$ cat src/grv_pkg.sv
// Package for the gain ramp volume block: widths, gain and sample constants,
// op codes, register indexes and the control status struct. No dependencies.
package grv_pkg;

   localparam int SampleWidth   = 16;
   localparam int TargetWidth   = 16;
   localparam int GainWidth     = 24;
   localparam int StepWidth     = 25;
   localparam int FracBits      = 23;
   localparam int ProductWidth  = SampleWidth + 1 + GainWidth;
   localparam int RampFramesDef = 256;

   localparam logic [GainWidth-1:0]   GainUnity   = 24'h800000;
   localparam logic [GainWidth-1:0]   GainMax     = 24'hFFFFFF;
   localparam logic [TargetWidth-1:0] TargetUnity = 16'h8000;

   localparam logic [SampleWidth-1:0] SampleMax = 16'h7FFF;
   localparam logic [SampleWidth-1:0] SampleMin = 16'h8000;

   // Operation codes carried by each input transfer.
   localparam logic OpFrame   = 1'b0;
   localparam logic OpSetGain = 1'b1;

   // Configuration register indexes.
   localparam logic [1:0] CsrStereoMode = 2'd0;
   localparam logic [1:0] CsrIs16bit    = 2'd1;

   // Status handed from the gain controller to the datapath.
   typedef struct packed {
      logic [GainWidth-1:0] gain_use;
      logic                 ramp_active;
   } grv_status_type;

endpackage

$ cat src/grv_scale.sv
// Multiplies one signed 16-bit sample by the unsigned Q1.23 gain, truncates
// toward zero and saturates to int16. Depends on grv_pkg.
module grv_scale
   import grv_pkg::*;
(
   input  logic signed [SampleWidth-1:0] sample,
   input  logic        [GainWidth-1:0]   gain,
   output logic signed [SampleWidth-1:0] scaled
);

   logic                        neg;
   logic [SampleWidth:0]        mag;
   logic [ProductWidth-1:0]     product;
   logic [ProductWidth-FracBits-1:0] mag_shifted;

   always_comb begin
      neg         = sample[SampleWidth-1];
      mag         = neg ? (17'd0 - {sample[SampleWidth-1], sample})
                        : {1'b0, sample};
      product     = {{GainWidth{1'b0}}, mag} * {{(SampleWidth+1){1'b0}}, gain};
      mag_shifted = product[ProductWidth-1:FracBits];
      if (neg) begin
         if (mag_shifted > 18'd32768) begin
            scaled = SampleMin;
         end else begin
            scaled = SampleWidth'(18'd0 - mag_shifted);
         end
      end else begin
         if (mag_shifted > 18'd32767) begin
            scaled = SampleMax;
         end else begin
            scaled = SampleWidth'(mag_shifted);
         end
      end
   end

endmodule

$ cat src/grv_ctrl.sv
// Gain controller: holds the current gain, target, ramp step and frame
// count, and picks the gain that each frame uses. Depends on grv_pkg.
module grv_ctrl
   import grv_pkg::*;
#(
   parameter int RAMP_FRAMES = RampFramesDef
) (
   input  logic                   clock,
   input  logic                   reset,
   input  logic                   fire,
   input  logic                   is_16bit,
   input  logic                   operation,
   input  logic [TargetWidth-1:0] new_gain,
   input  logic                   ramp_enable,
   output grv_status_type         status
);

   localparam int CountWidth = $clog2(RAMP_FRAMES + 1);
   localparam int RampShift  = CountWidth - 1;
   localparam logic [CountWidth-1:0] RampCount = CountWidth'(RAMP_FRAMES);

   logic [GainWidth-1:0]   gain_now_ff, gain_now_in;
   logic [TargetWidth-1:0] gain_target_ff, gain_target_in;
   logic signed [StepWidth-1:0] gain_step_ff, gain_step_in;
   logic [CountWidth-1:0]  frames_left_ff, frames_left_in;

   logic [GainWidth-1:0]        tgt_set;
   logic [GainWidth-1:0]        tgt_cur;
   logic signed [StepWidth-1:0] diff;
   logic [StepWidth-1:0]        diff_mag;
   logic [StepWidth-1:0]        step_mag;
   logic signed [StepWidth:0]   gain_next;

   always_comb begin
      tgt_set   = {new_gain, 8'd0};
      tgt_cur   = {gain_target_ff, 8'd0};
      diff      = $signed({1'b0, gain_now_ff}) - $signed({1'b0, tgt_set});
      diff_mag  = diff[StepWidth-1] ? StepWidth'(-diff) : StepWidth'(diff);
      step_mag  = diff_mag >> RampShift;
      gain_next = $signed({2'b00, gain_now_ff}) - $signed({gain_step_ff[StepWidth-1],
                                                             gain_step_ff});

      gain_now_in        = gain_now_ff;
      gain_target_in     = gain_target_ff;
      gain_step_in       = gain_step_ff;
      frames_left_in     = frames_left_ff;
      status.gain_use    = tgt_cur;
      status.ramp_active = 1'b0;

      if (operation == OpSetGain) begin
         gain_target_in = new_gain;
         if (tgt_set == gain_now_ff) begin
            frames_left_in = '0;
            gain_step_in   = '0;
         end else if (ramp_enable) begin
            gain_step_in   = diff[StepWidth-1] ? $signed(-step_mag) : $signed(step_mag);
            frames_left_in = RampCount;
         end else begin
            gain_now_in    = tgt_set;
            frames_left_in = '0;
            gain_step_in   = '0;
         end
      end else if (is_16bit) begin
         if (frames_left_ff != '0 && gain_now_ff != tgt_cur) begin
            status.gain_use    = gain_now_ff;
            status.ramp_active = 1'b1;
            // Clamp the stepped gain to the unsigned 24-bit range.
            if (gain_next[StepWidth]) begin
               gain_now_in = '0;
            end else if (gain_next[StepWidth-1]) begin
               gain_now_in = GainMax;
            end else begin
               gain_now_in = gain_next[GainWidth-1:0];
            end
            frames_left_in = frames_left_ff - CountWidth'(1);
         end else begin
            frames_left_in = '0;
            gain_now_in    = tgt_cur;
         end
      end
   end

   always_ff @(posedge clock) begin
      if (reset) begin
         gain_now_ff    <= GainUnity;
         gain_target_ff <= TargetUnity;
         gain_step_ff   <= '0;
         frames_left_ff <= '0;
      end else if (fire) begin
         gain_now_ff    <= gain_now_in;
         gain_target_ff <= gain_target_in;
         gain_step_ff   <= gain_step_in;
         frames_left_ff <= frames_left_in;
      end
   end

endmodule

$ cat src/gain_ramp_volume_top.sv
// An accepted frame transfer passes through the input register and then the
// result register. Throughput: one item per cycle while no waiting result is
// stalled; a set-gain item takes one slot, no result. The rate is set by one pass
// of the gain controller and the two scalers between the two registers.
// Reset (synchronous, active high) empties both registers, sets unity gain,
// clears the ramp and restores mono, 16-bit mode.
module gain_ramp_volume_top
   import grv_pkg::*;
#(
   parameter int RAMP_FRAMES = RampFramesDef
) (
   input  logic                          clock,
   input  logic                          reset,
   // Input channel.
   input  logic                          req_valid,
   output logic                          req_stall,
   input  logic                          req_operation,
   input  logic signed [SampleWidth-1:0] req_sample_left,
   input  logic signed [SampleWidth-1:0] req_sample_right,
   input  logic                          req_end_of_block,
   input  logic [TargetWidth-1:0]        req_new_gain,
   input  logic                          req_ramp_enable,
   // Result channel.
   output logic                          rsp_valid,
   input  logic                          rsp_stall,
   output logic signed [SampleWidth-1:0] rsp_out_left,
   output logic signed [SampleWidth-1:0] rsp_out_right,
   output logic                          rsp_ramp_active,
   output logic                          rsp_end_of_block_out,
   // Configuration write channel.
   input  logic                          csr_valid,
   output logic                          csr_ready,
   input  logic [1:0]                    csr_index,
   input  logic                          csr_wdata
);

   // The whole pipe moves together; it halts only while a finished result
   // waits in the result register and the consumer stalls it.
   logic advance;

   logic stereo_mode_ff, is_16bit_ff;

   logic                          s1_valid_ff;
   logic                          s1_operation_ff;
   logic signed [SampleWidth-1:0] s1_left_ff, s1_right_ff;
   logic                          s1_eob_ff;
   logic [TargetWidth-1:0]        s1_new_gain_ff;
   logic                          s1_ramp_ff;

   logic                          rsp_valid_ff, rsp_valid_in;
   logic signed [SampleWidth-1:0] out_left_ff, out_left_in;
   logic signed [SampleWidth-1:0] out_right_ff, out_right_in;
   logic                          ramp_active_ff;
   logic                          eob_out_ff;

   grv_status_type                status;
   logic signed [SampleWidth-1:0] scaled_left, scaled_right;

   assign advance   = !(rsp_valid_ff && rsp_stall);
   assign req_stall = !advance;
   assign csr_ready = 1'b1;

   // Configuration registers. Writes to indexes beyond the list are dropped.
   always_ff @(posedge clock) begin
      if (reset) begin
         stereo_mode_ff <= 1'b0;
         is_16bit_ff    <= 1'b1;
      end else if (csr_valid && csr_ready) begin
         unique case (csr_index)
            CsrStereoMode: stereo_mode_ff <= csr_wdata;
            CsrIs16bit:    is_16bit_ff    <= csr_wdata;
            default: begin
            end
         endcase
      end
   end

   // Input register: every accepted transfer lands here.
   always_ff @(posedge clock) begin
      if (reset) begin
         s1_valid_ff <= 1'b0;
      end else if (advance) begin
         s1_valid_ff <= req_valid;
      end
   end

   always_ff @(posedge clock) begin
      if (advance) begin
         s1_operation_ff <= req_operation;
         s1_left_ff      <= req_sample_left;
         s1_right_ff     <= req_sample_right;
         s1_eob_ff       <= req_end_of_block;
         s1_new_gain_ff  <= req_new_gain;
         s1_ramp_ff      <= req_ramp_enable;
      end
   end

   // The gain controller updates its state once per item as it leaves the
   // input register, and reports the gain that the frame uses.
   grv_ctrl #(
      .RAMP_FRAMES (RAMP_FRAMES)
   ) u_ctrl (
      .clock       (clock),
      .reset       (reset),
      .fire        (advance && s1_valid_ff),
      .is_16bit    (is_16bit_ff),
      .operation   (s1_operation_ff),
      .new_gain    (s1_new_gain_ff),
      .ramp_enable (s1_ramp_ff),
      .status      (status)
   );

   grv_scale u_scale_left (
      .sample (s1_left_ff),
      .gain   (status.gain_use),
      .scaled (scaled_left)
   );

   grv_scale u_scale_right (
      .sample (s1_right_ff),
      .gain   (status.gain_use),
      .scaled (scaled_right)
   );

   // In 8-bit mode the samples bypass the scalers. The right output reads
   // zero in mono mode either way.
   always_comb begin
      rsp_valid_in = s1_valid_ff && (s1_operation_ff == OpFrame);
      if (is_16bit_ff) begin
         out_left_in  = scaled_left;
         out_right_in = stereo_mode_ff ? scaled_right : '0;
      end else begin
         out_left_in  = s1_left_ff;
         out_right_in = stereo_mode_ff ? s1_right_ff : '0;
      end
   end

   // Result register.
   always_ff @(posedge clock) begin
      if (reset) begin
         rsp_valid_ff <= 1'b0;
      end else if (advance) begin
         rsp_valid_ff <= rsp_valid_in;
      end
   end

   always_ff @(posedge clock) begin
      if (advance) begin
         out_left_ff    <= out_left_in;
         out_right_ff   <= out_right_in;
         ramp_active_ff <= status.ramp_active && is_16bit_ff;
         eob_out_ff     <= s1_eob_ff;
      end
   end

   assign rsp_valid            = rsp_valid_ff;
   assign rsp_out_left         = out_left_ff;
   assign rsp_out_right        = out_right_ff;
   assign rsp_ramp_active      = ramp_active_ff;
   assign rsp_end_of_block_out = eob_out_ff;

endmodule

$ cat config.mk
export PLATFORM = sky130hd
export DESIGN_NAME = gain_ramp_volume_top
export DESIGN_NICKNAME = d
export VERILOG_FILES = /design/src/grv_pkg.sv /design/src/grv_scale.sv /design/src/grv_ctrl.sv /design/src/gain_ramp_volume_top.sv
export SDC_FILE = /design/constraint.sdc
export NUM_CORES = 2
export LEC_CHECK = 0
export BUFFER_PORTS_ARGS = -buffer_cell sky130_fd_sc_hd__buf_2
export CAP_MARGIN = 5
export CORE_AREA = 2 2 254 256
export CTS_CLUSTER_DIAMETER = 80
export DETAILED_ROUTE_END_ITERATION = 6
export DIE_AREA = 0 0 256 258
export PLACE_DENSITY = 0.77
export SLEW_MARGIN = 20
export SYNTH_ARGS = -nofsm -noshare
export SYNTH_HDL_FRONTEND = slang
export SYNTH_HIERARCHICAL = 1
export SYNTH_SLANG_ARGS = --single-unit
export TNS_END_PERCENT = 50
$ cat constraint.sdc
create_clock -name clock -period 14.5 [get_ports clock]
set_clock_uncertainty 0.15 [all_clocks]
set_input_delay 4.35 -clock clock [delete_from_list [all_inputs] [get_ports clock]]
set_output_delay 4.35 -clock clock [all_outputs]
set_load 0.05 [all_outputs]
== Word-level counts from Yosys, hierarchy flattened ==
Cells that the tools add are included.

* Flip-flop bits (word level): 163
* Output and inout bits: 37
* Word-level logic and storage cells: 84
* Input port bits: 59

* Eq/ne operators: 5
* $add $sub $neg: 9
* Bitwise logic cells: 1
* Muxes and demuxes: 31
* $mul: 2
* $lt $le $gt $ge: 4
* Reductions and logical operators: 14

{| class="wikitable"
|+ Operators by type and width
! operator !! count
|-
| $mux 25 || 7
|-
| $mux 24 || 7
|-
| $mux 16 || 10
|-
| $mul 17x24->41 || 2
|-
| $mux 9 || 5
|-
| $gt 18x15->1 const B || 2
|-
| $gt 18x16->1 const B || 2
|-
| $mux 17 || 2
|-
| $sub 1x16->17 const A || 2
|-
| $sub 1x16->16 const A || 2
|-
| $sub 25x25->26 || 1
|-
| $neg 17->25 || 1
|-
| $neg 25->25 || 1
|-
| $sub 24x24->25 || 1
|-
| $eq 24x24->1 || 1
|-
| $ne 24x24->1 || 1
|-
| $reduce_bool 9->1 || 1
|-
| $sub 9x1->9 const B || 1
|-
| $reduce_and 2->1 || 4
|-
| $logic_and 1x1->1 || 5
|-
| $ne 2x2->1 const B || 2
|-
| $reduce_and 4->1 || 1
|-
| $eq 2x1->1 const B || 1
|-
| $logic_not 2->1 || 1
|-
| 3 further kinds || 3
|}

== Logic depth before layout (Yosys ltp) ==
* Depth after elaboration: 11
* Depth in mapped cells: 40
* Mapped depth without buffers: 36

== Modules after synthesis ==
Netlist, hierarchy kept.

{| class="wikitable"
|+ By module, submodules not included
! module !! cells each !! sequential area each (um^2) !! instances !! area each (um^2)
|-
| grv_scale (u_scale_right) || 1678 || 0.0 || 1 || 14077.3
|-
| grv_scale (u_scale_left) || 1694 || 0.0 || 1 || 13938.4
|-
| grv_ctrl || 836 || 1481.4 || 1 || 6288.5
|-
| gain_ramp_volume_top || 161 || 2632.5 || 1 || 3325.7
|}

== Worst setup path before layout ==
Ideal clock, no wire load.

* Path type: input -> output
* From: in rsp_stall
* To: out req_stall
* Stages on the path: 2
* Arrival time: 7.017 ns
* Required time: 10.000 ns
* Path buffers: 0
* Setup slack: 2.983 ns
* Cells stage by stage: nand2_1 inv_1

* Longest elaborated chain between the ends: 1

{| class="wikitable"
|+ RTL lines
! element !! RTL line !! text
|-
| start, declared || gain_ramp_volume_top.sv:25 || <nowiki>input logic rsp_stall,</nowiki>
|-
| $logic_and 1x1->1 || gain_ramp_volume_top.sv:59 || <nowiki>assign advance = !(rsp_valid_ff && rsp_stall);</nowiki>
|-
| end, declared || gain_ramp_volume_top.sv:16 || <nowiki>output logic req_stall,</nowiki>
|}

No other way between the ends.

==> results.toml <==
[run_status]
outcome = "complete, no violations"

[critical_path]
start_kind = "register"
worstPathArrival_ns = 11.02
slowest_stage = "a41oi_1"
crit_path_max_incr_delay_ns = 0.88
crit_type = "reg -> reg"
endpoint_kind = "register"
crit_fanout = 32
cp.required_ns = 14.57

[floorplanning]
dieArea_um2 = 66000
row_count = 93
start_util_pct = 59.1
die_h_um = 258
io_pins = 96
core-area_um2 = 63600
die_x_um = 256

[synthesis]
synth_ff_type = "edfxtp_1"
synth-compound-area-share_pct = 11.1
synth_top_family_by_area = "adder cells"
yosys.area_share.simple_pct = 18.3
synthDistinctLibCells = 113
synth_edf_count = 85
synth_area_leaders = "fa_1 (35%), ha_1 (9.1%), inv_1 (8.7%)"
synth.mux.area_fraction_pct = 2.06
synth_xor_area_share_pct = 2.76
yosysMostFrequentCell = "inv_1"
yosys.area.top_type = "fa_1"
netlist_area_um2 = 37600
yosys.area_share.adder_pct = 44.0
async_flop_share_pct = 0
syn_inst = 4369
ys_ff_latch = 163
synth_top_area_share_pct = 34.9
yosysWarnings = 6
synth.avg_cell_area_um2 = 8.61
synth_common_cells = "inv_1 (874), nand2_1 (688), fa_1 (656)"
ys_seq_area_share_pct = 10.9

[route]
dr.pass1.iters = 6
via_count = 30900
drc_errors = 0
viasPerCell = 5.88
drtAntennaViolNets = 0
routedWlPerCell_um = 19.0
wl_um = 100000
drt_iter0_markers = 2668

[place]
portBuffers = 94
gp_congestion = 0.960
dp_hpwl_um = 75900

[sta]
worst_pin_slew_ns = 1.10
maxSlewHeadroom_pct = 26.5
fin_setup_tns_ns = 0
fmax_mhz = 91.3
rsz0062_at_grt = "no"
setup_viol = 0
period_needed_ns = 10.95
slew_violations = 0
fin_crit_sh_pct = 75.5
finalHoldViolCount = 0

[clock_tree]
cts_buffer_depth = 2
cts_setup_buffers = 0
clk_latency_ns = 0.46
cts_sinks = 163
postCtsResizedCells = 0
cts_tree = "built"
cts.clk_slew.worst_paths_ns = 0.08
htreeDepth = 4
cts_root_buffer = "clkbuf_16"
cts_buffers = 17
ctsHoldBuffers = 0

[global_routing]
grt_max_degree = 53
antenna_found_initial = 1
grt_overflow = 0
grt_pass1_wl_um = 162000
global_route.usage.total_pct = 30.6
grt_pass1_vias = 31400

[power]
pwr-share-seq_pct = 11.6
power_frac_clock_pct = 9.5
p_sw_uw = 2830
totalPowerFinal_uw = 5080
pwr-share-comb_pct = 78.9
power.density_nw_per_um2 = 128
internal-power_uw = 2250
p_leak_uw = 0.0194
swShare_pct = 55.8
peakVddDrop_mv = 0.128

[run]
maxCapViolCount = 0

[hold_path]
hold_class = "reg -> reg"

[cells_and_area]
nets = 5380
final_layout_size_suffix_gt1_share_pct = 6.81
area_delta_synth_final_pct = 5.76
-- per-layer routing --
metal	GRT usage [%]	up-vias	wire [um]
met3	4.22	225	7740
met1	41.1	15500	40700
li1	-	13900	-
met2	50.8	1370	48100
met5	0	-	0
met4	11.4	0	3550
-- worst paths after layout --
kind / start / to / slack [ns] / cells past startpoint
max reg2reg: u_ctrl/gain_now_ff[4]$_SDFFE_PP0P_ / rsp_out_left[13]$_DFFE_PN_ / 3.55 / 31
max: u_ctrl/gain_now_ff[4]$_SDFFE_PP0P_ / rsp_out_left[13]$_DFFE_PN_ / 3.55 / 31
min: s1_eob_ff$_DFFE_PN_ / rsp_end_of_block_out$_DFFE_PN_ / 0.27 / 0
min reg2reg: s1_eob_ff$_DFFE_PN_ / rsp_end_of_block_out$_DFFE_PN_ / 0.27 / 0
-- placed cells by master, fill, tap and decap left out, types with 29 or more instances in the layout --
cell type  count
xnor2_1       50
conb_1        49
edfxtp_1      85
a211oi_1      29
nor2b_1       30
nor2_1       130
nand2_1      687
nor3_1        58
buf_4         45
ha_1         274
dfxtp_1       77
buf_2         94
xor2_1        40
mux2i_1       30
inv_1        874
a21oi_1      176
fa_1         656
and2_1       270
o21ai_0       95
nand3_1       56
o211ai_1      30
nand4_1       32
a21o_1        44
-- cell families (layout without fill, tap and decap cells) --
logic type	after synthesis	after routing
XOR/XNOR	116	116
multiplexers	67	67
adder cells (fa/ha/maj)	930	930
buffers and inverters	1056	1047
flip-flops	163	163
AND/OR/NAND/NOR	1416	1416
other	5	50
AO/OA/AOI/OAI	616	616
-- state kept, by name, indices dropped and copies added, names as in the netlist, 9 cells and up --
signal	cells
rsp_out_left	16
s1_right_ff	16
s1_left_ff	16
u_ctrl/gain_now_ff	24
u_ctrl/frames_left_ff	9
u_ctrl/gain_step_ff	25
u_ctrl/gain_target_ff	16
rsp_out_right	16
s1_new_gain_ff	16
-- critical path, delay by kind of cell, from the launching register on --
kind / cells / cell delay (ns)
multiplexers: 2 / 1.12
XOR/XNOR: 1 / 0.37
AO/OA/AOI/OAI: 6 / 2.36
flip-flops: 1 / 0.34
buffers and inverters: 6 / 0.37
AND/OR/NAND/NOR: 8 / 2.15
adder cells (fa/ha/maj): 8 / 3.82
-- cell type report --
type,count,area [um2]
timing repair buffer,140,836
sequential,163,4120
fill,5423,23900
antenna,1,2.50
clock inverter,12,116
inverter,875,3280
multi-input combinational,3194,29900
tap,855,1070
clock buffer,20,458
-- power by group through the flow --
stage                     combinational [uW]  clock (uW)  sequential, uW
final                                   4010         480             590
after global routing                    4400         501             593
after CTS                               3940         487             589
after detailed placement                3900           0             598
after global placement                  3860           0             599
after floorplan                         2910           0             678
-- metrics by stage --
stage | cell area, um2 | hold slack [ns] | setup WS [ns] | cells | util (%)
floorplan | 37800 | 0.250 | 2.98 | 4413 | -
global placement | 39200 | 0.258 | 3.82 | 5226 | 61.6
detailed placement | 39200 | 0.266 | 3.52 | 5226 | 61.6
CTS | 39800 | 0.276 | 3.51 | 5258 | 62.5
global route | 39800 | 0.288 | 3.04 | 5259 | 62.5
finish | 39800 | 0.273 | 3.55 | 5260 | 62.5
(Power assumes the default switching activity.)
